$ cat src/sv/ccp_pkg.sv
package ccp_pkg;

  localparam logic [1:0] CMD_AAD  = 2'd0;
  localparam logic [1:0] CMD_TEXT = 2'd1;
  localparam logic [1:0] CMD_FIN  = 2'd2;
  localparam logic [1:0] CMD_NONE = 2'd3;

  localparam logic [1:0] STAT_OK       = 2'd0;
  localparam logic [1:0] STAT_MISMATCH = 2'd1;
  localparam logic [1:0] STAT_ORDER    = 2'd2;

  localparam logic KIND_TEXT = 1'b0;
  localparam logic KIND_FIN  = 1'b1;

  localparam logic [1:0] PHASE_IDLE = 2'd0;
  localparam logic [1:0] PHASE_AAD  = 2'd1;
  localparam logic [1:0] PHASE_TEXT = 2'd2;

  localparam logic [2:0] REG_KEY0    = 3'd0;
  localparam logic [2:0] REG_KEY1    = 3'd1;
  localparam logic [2:0] REG_KEY2    = 3'd2;
  localparam logic [2:0] REG_KEY3    = 3'd3;
  localparam logic [2:0] REG_NONCE_L = 3'd4;
  localparam logic [2:0] REG_NONCE_H = 3'd5;
  localparam logic [2:0] REG_DECRYPT = 3'd6;

  localparam logic [4:0] CHUNK_BYTES = 5'd16;
  localparam logic [4:0] WORD_BYTES  = 5'd8;

  localparam logic [31:0] LIMB_MASK = 32'h03ffffff;
  localparam logic [25:0] CLAMP_1   = 26'h3ffff03;
  localparam logic [25:0] CLAMP_2   = 26'h3ffc0ff;
  localparam logic [25:0] CLAMP_3   = 26'h3f03fff;
  localparam logic [25:0] CLAMP_4   = 26'h00fffff;
  localparam logic [31:0] HIBIT     = 32'h01000000;
  localparam logic [31:0] LIMB_TOP  = 32'h04000000;

  localparam logic [31:0] SIGMA_0 = 32'h61707865;
  localparam logic [31:0] SIGMA_1 = 32'h3320646e;
  localparam logic [31:0] SIGMA_2 = 32'h79622d32;
  localparam logic [31:0] SIGMA_3 = 32'h6b206574;

  localparam logic [4:0] LAST_ROUND = 5'd19;

  typedef struct packed {
    logic [1:0]  cmd;
    logic [63:0] lo;
    logic [63:0] hi;
    logic [4:0]  n;
  } item_t;

  typedef struct packed {
    logic        kind;
    logic [63:0] lo;
    logic [63:0] hi;
    logic [4:0]  bytes;
    logic [1:0]  status;
  } res_t;

  typedef struct packed {
    logic load;
    logic absorb;
    logic tag;
  } poly_ctl_t;

  function automatic logic [63:0] byte_mask(input logic [4:0] k);
    logic [63:0] m;
    for (int b = 0; b < 8; b++) begin
      m[8*b +: 8] = (k > 5'(b)) ? 8'hff : 8'h00;
    end
    return m;
  endfunction

  function automatic logic [4:0] hi_count(input logic [4:0] k);
    return (k > WORD_BYTES) ? 5'(k - WORD_BYTES) : 5'd0;
  endfunction

  function automatic logic [127:0] qround(input logic [31:0] a_i, input logic [31:0] b_i,
                                          input logic [31:0] c_i, input logic [31:0] d_i);
    logic [31:0] a, b, c, d;
    a = a_i; b = b_i; c = c_i; d = d_i;
    a = a + b; d = d ^ a; d = {d[15:0], d[31:16]};
    c = c + d; b = b ^ c; b = {b[19:0], b[31:20]};
    a = a + b; d = d ^ a; d = {d[23:0], d[31:24]};
    c = c + d; b = b ^ c; b = {b[24:0], b[31:25]};
    return {a, b, c, d};
  endfunction

endpackage

$ cat src/sv/ccp_front.sv
module ccp_front (
  input  logic                clk,
  input  logic                rst,
  input  logic                in_valid,
  output logic                in_ready,
  input  logic [1:0]          cmd,
  input  logic [63:0]         data_low,
  input  logic [63:0]         data_high,
  input  logic [4:0]          valid_bytes,
  output ccp_pkg::item_t      q_item,
  output logic                q_valid,
  input  logic                q_pop
);

  ccp_pkg::item_t mem [2];
  logic [1:0] count;
  logic wr_ptr, rd_ptr;
  logic take, push, pop;
  logic [4:0] nc;
  ccp_pkg::item_t item_in;

  assign in_ready = (count != 2'd2);
  assign take = in_valid && in_ready;
  // unknown commands are taken and dropped
  assign push = take && (cmd != ccp_pkg::CMD_NONE);
  assign pop = q_pop && q_valid;
  assign q_valid = (count != 2'd0);
  assign q_item = mem[rd_ptr];

  always_comb begin
    nc = (valid_bytes > ccp_pkg::CHUNK_BYTES) ? ccp_pkg::CHUNK_BYTES : valid_bytes;
    item_in.cmd = cmd;
    item_in.n = nc;
    // finish carries the expected tag unmasked
    if (cmd == ccp_pkg::CMD_FIN) begin
      item_in.lo = data_low;
      item_in.hi = data_high;
    end else begin
      item_in.lo = data_low & ccp_pkg::byte_mask(nc);
      item_in.hi = data_high & ccp_pkg::byte_mask(ccp_pkg::hi_count(nc));
    end
  end

  always_ff @(posedge clk) begin
    if (push) begin
      mem[wr_ptr] <= item_in;
    end
  end

  always_ff @(posedge clk) begin
    if (rst) begin
      count <= 2'd0;
      wr_ptr <= 1'b0;
      rd_ptr <= 1'b0;
    end else begin
      if (push) wr_ptr <= ~wr_ptr;
      if (pop) rd_ptr <= ~rd_ptr;
      case ({push, pop})
        2'b10: count <= count + 2'd1;
        2'b01: count <= count - 2'd1;
        default: count <= count;
      endcase
    end
  end

endmodule

$ cat config.mk
export PLATFORM = sky130hd
export DESIGN_NAME = ccp_front
export DESIGN_NICKNAME = d
export VERILOG_FILES = /design/src/sv/ccp_pkg.sv /design/src/sv/ccp_front.sv
export SDC_FILE = /design/constraint.sdc
export NUM_CORES = 1
export LEC_CHECK = 0
export BUFFER_PORTS_ARGS = -buffer_cell sky130_fd_sc_hd__buf_2
export CAP_MARGIN = 20
export CORE_ASPECT_RATIO = 0.8
export CORE_UTILIZATION = 45
export CTS_CLUSTER_DIAMETER = 30
export DETAILED_ROUTE_END_ITERATION = 6
export GPL_ROUTABILITY_DRIVEN = 0
export PLACE_DENSITY = 0.69
export SYNTH_ARGS = -nofsm -noshare
export SYNTH_HDL_FRONTEND = slang
export SYNTH_SLANG_ARGS = --single-unit
$ cat constraint.sdc
create_clock -name clk -period 17.7 [get_ports clk]
set_input_delay 0.885 -clock clk [delete_from_list [all_inputs] [get_ports clk]]
set_output_delay 0.885 -clock clk [all_outputs]
set_load 0.03 [all_outputs]
==> results.tsv <==
metric	value	unit
endpoint_kind	output port	
fin_crit	3920	ps
rsz0062_at_grt	false	
cp.required	16820	ps
status	finished, final reports clean	
drt_iter0_drc	326	
cp.arrival	3040	ps
chipWidth	178	um
cts_max_path_buffers	3	
grt.total_usage	17.4	%
overflow	0	
maxCapViolCount	0	
yosys_warnings	0	
grt_pass1_vias	6206	
finClkSkew	14.9	ps
r2r_start	count[0]	
route.vias.total	6309	
synthDistinctLibCells	32	
cts_tree	done	
critPathMaxStageDelay	940	ps
critPathMaxFanout	70	
utilization	60.2	%
grt_max_degree	77	
synth_nets	747	
seqCellArea	8210	um2
grt_first_pass_wirelength	33400	um
slew_headroom	28.0	%
core_area	24300	um2
p_clk_share	40.9	%
synth_top_area_share	72.9	%
hold_buffers	0	
avgRoutedWirePerCell	17.8	um
min_from	rd_ptr	
vias_per_cell	4.93	
tns	0	ps
worstSetupPathType	register to output port	
instances_no_fill	1280	
r2r_slack	14490	ps
start_kind	register	
die_area	25400	um2
cts_max_level	2	
clk_pin_slew	50	ps
synth_ff_type	edfxtp_1	
synth_top_cell_by_area	edfxtp_1	
drive_above_1_share	53.8	%
dp_hpwl	14300	um
min_path_type	register to register	
port_buffers	275	
cts.sinks	275	
dpl.cell_count	1184	
drc	0	
syn_avg_cell_area	18.3	um2
netlist_instances	607	
synth-edff-count	270	
nFillCells	1868	
cts_resized	0	
start_util	45.8	%
switching_share	30.1	%
synth.area.top_cells	edfxtp_1, mux2_2, nor2b_1, a2111oi_4, dfxtp_1	
drv_slew	0	
p_leak	5.48	nW
post-cts-setup-buffers	0	
cts_buffers	52	
power_frac_seq	35.0	%
worstPathCellList	buf_4, mux2_2, buf_2	
hold_violations	0	
power_density	165	nW/um2
area_growth	31.6	%
grt_antenna_before_repair	2	
post-route-period-util	22.2	%
fin_nets	1060	
ys_seq_elements	275	
postRouteAntennaNets	0	
cts_root_buffer	clkbuf_16	
switchingPower	0.730	mW
die_h	143	um
firstDrtPassIters	4	
io_pins	276	
fmax	0.255	GHz
worst_pin_slew	1080	ps
crit_slowest_cell	dfxtp_4	
async_flop_share	0	%
p_int	1.69	mW
multiInputGateArea	2820	um2
setup_violations	0	
insertion_delay	530	ps
ys_seq_area_share	73.8	%
synthesis.area	11100	um2
wl	22800	um
row_count	51	
combPwrFrac	24.1	%
worst_ir_drop_vdd	124	uV
-- through the flow --
stage | worst slack (ps) | area [um2] | hold WS [ps] | power, mW
2_1_floorplan | 10350 | 11100 | 474 | 1.30
3_3_place_gp | 13990 | 12800 | 494 | 1.45
3_5_place_dp | 13950 | 12800 | 499 | 1.45
4_1_cts | 13700 | 14600 | 522 | 2.45
5_1_grt | 13580 | 14600 | 568 | 2.52
6_report | 13780 | 14600 | 517 | 2.42
-- state kept, by name, indices dropped and copies added (netlist names), named ones only --
name / cells
count: 2
mem: 270
rd_ptr: 1
wr_ptr: 1
-- cell families after synthesis --
group	count (synthesis)	synth area share (%)
adders and majority gates	1	0.112
DFF	275	73.8
xor gates and xnor gates	3	0.236
buffers and inverters	22	1.03
muxes	136	13.8
and+or+nand+nor	150	8.75
AOI/OAI and AO/OA	20	2.34
-- layout make-up --
class / instances / area share (%)
tap: 318 / 2.72
clock inverter: 36 / 3.03
timing repair buffer: 280 / 9.66
antenna: 2 / 0.0342
multi-input combinational: 310 / 19.3
sequential: 275 / 56.1
clock buffer: 58 / 9.19
inverter: 1 / 0.0256
-- cell usage after synthesis (2+ instances only) --
cell,instances
or3_1,3
nor2b_1,116
a2111oi_4,5
and2_1,9
a21boi_0,8
clkbuf_1,2
a211oi_2,3
mux2_2,136
nand2b_1,2
nor3_2,2
nor4_4,2
o21a_1,2
xnor2_1,2
buf_2,16
nor2_1,9
dfxtp_1,5
edfxtp_1,270
-- routing by layer --
metal / up-vias / share of wire (%) / track usage [%] / wire (um)
met4: 0 / 1.9 / 6.48 / 424
met1: 3068 / 44 / 23.8 / 10100
met3: 41 / 8.1 / 4.98 / 1860
met2: 252 / 46 / 26.5 / 10500
li1: 2948 / - / - / -
met5: - / 0 / 0 / 0
-- worst paths after layout --
kind	depth (start not counted)	endpoint
worst max-delay path	3	q_item[89]
worst min-delay path	2	register
worst max register to register	5	mem[1][12]
worst min register to register	2	register
-- cells in the final DEF (no fill, tap or decap), types with 2 or more instances in the layout --
cell type	netlist	routed
nor2b_1	116	116
clkinv_2	0	4
buf_4	1	5
clkinvlp_4	0	7
a211oi_2	3	3
or3_1	3	3
a21boi_0	8	8
nor3_2	2	2
xnor2_1	2	2
a2111oi_4	5	5
nor2_4	0	2
inv_6	0	7
edfxtp_1	270	270
clkbuf_1	2	5
diode_2	0	2
nand2b_1	2	2
dfxtp_1	5	4
o21a_1	2	2
nor4_4	2	2
buf_2	16	275
bufinv_16	0	9
and2_1	9	9
nor2_1	9	7
clkinv_1	0	8
mux2_2	136	136
clkbuf_16	0	53
-- power by group through the flow --
| stage | registers, mW | clock network [mW] | logic (mW) |
|---|---|---|---|
| CTS | 0.850 | 1.01 | 0.592 |
| detailed placement | 0.861 | 0 | 0.588 |
| global placement | 0.858 | 0 | 0.588 |
| finish | 0.848 | 0.990 | 0.585 |
| global route | 0.857 | 1.04 | 0.619 |
| floorplan | 0.847 | 0 | 0.450 |
-- critical path: cells and delay by family (launching register included) --
| family | cells | cell delay (ps) |
|---|---|---|
| muxes | 1 | 440 |
| buffers and inverters | 2 | 1040 |
| DFF | 1 | 940 |
(Power assumes the default switching activity.)
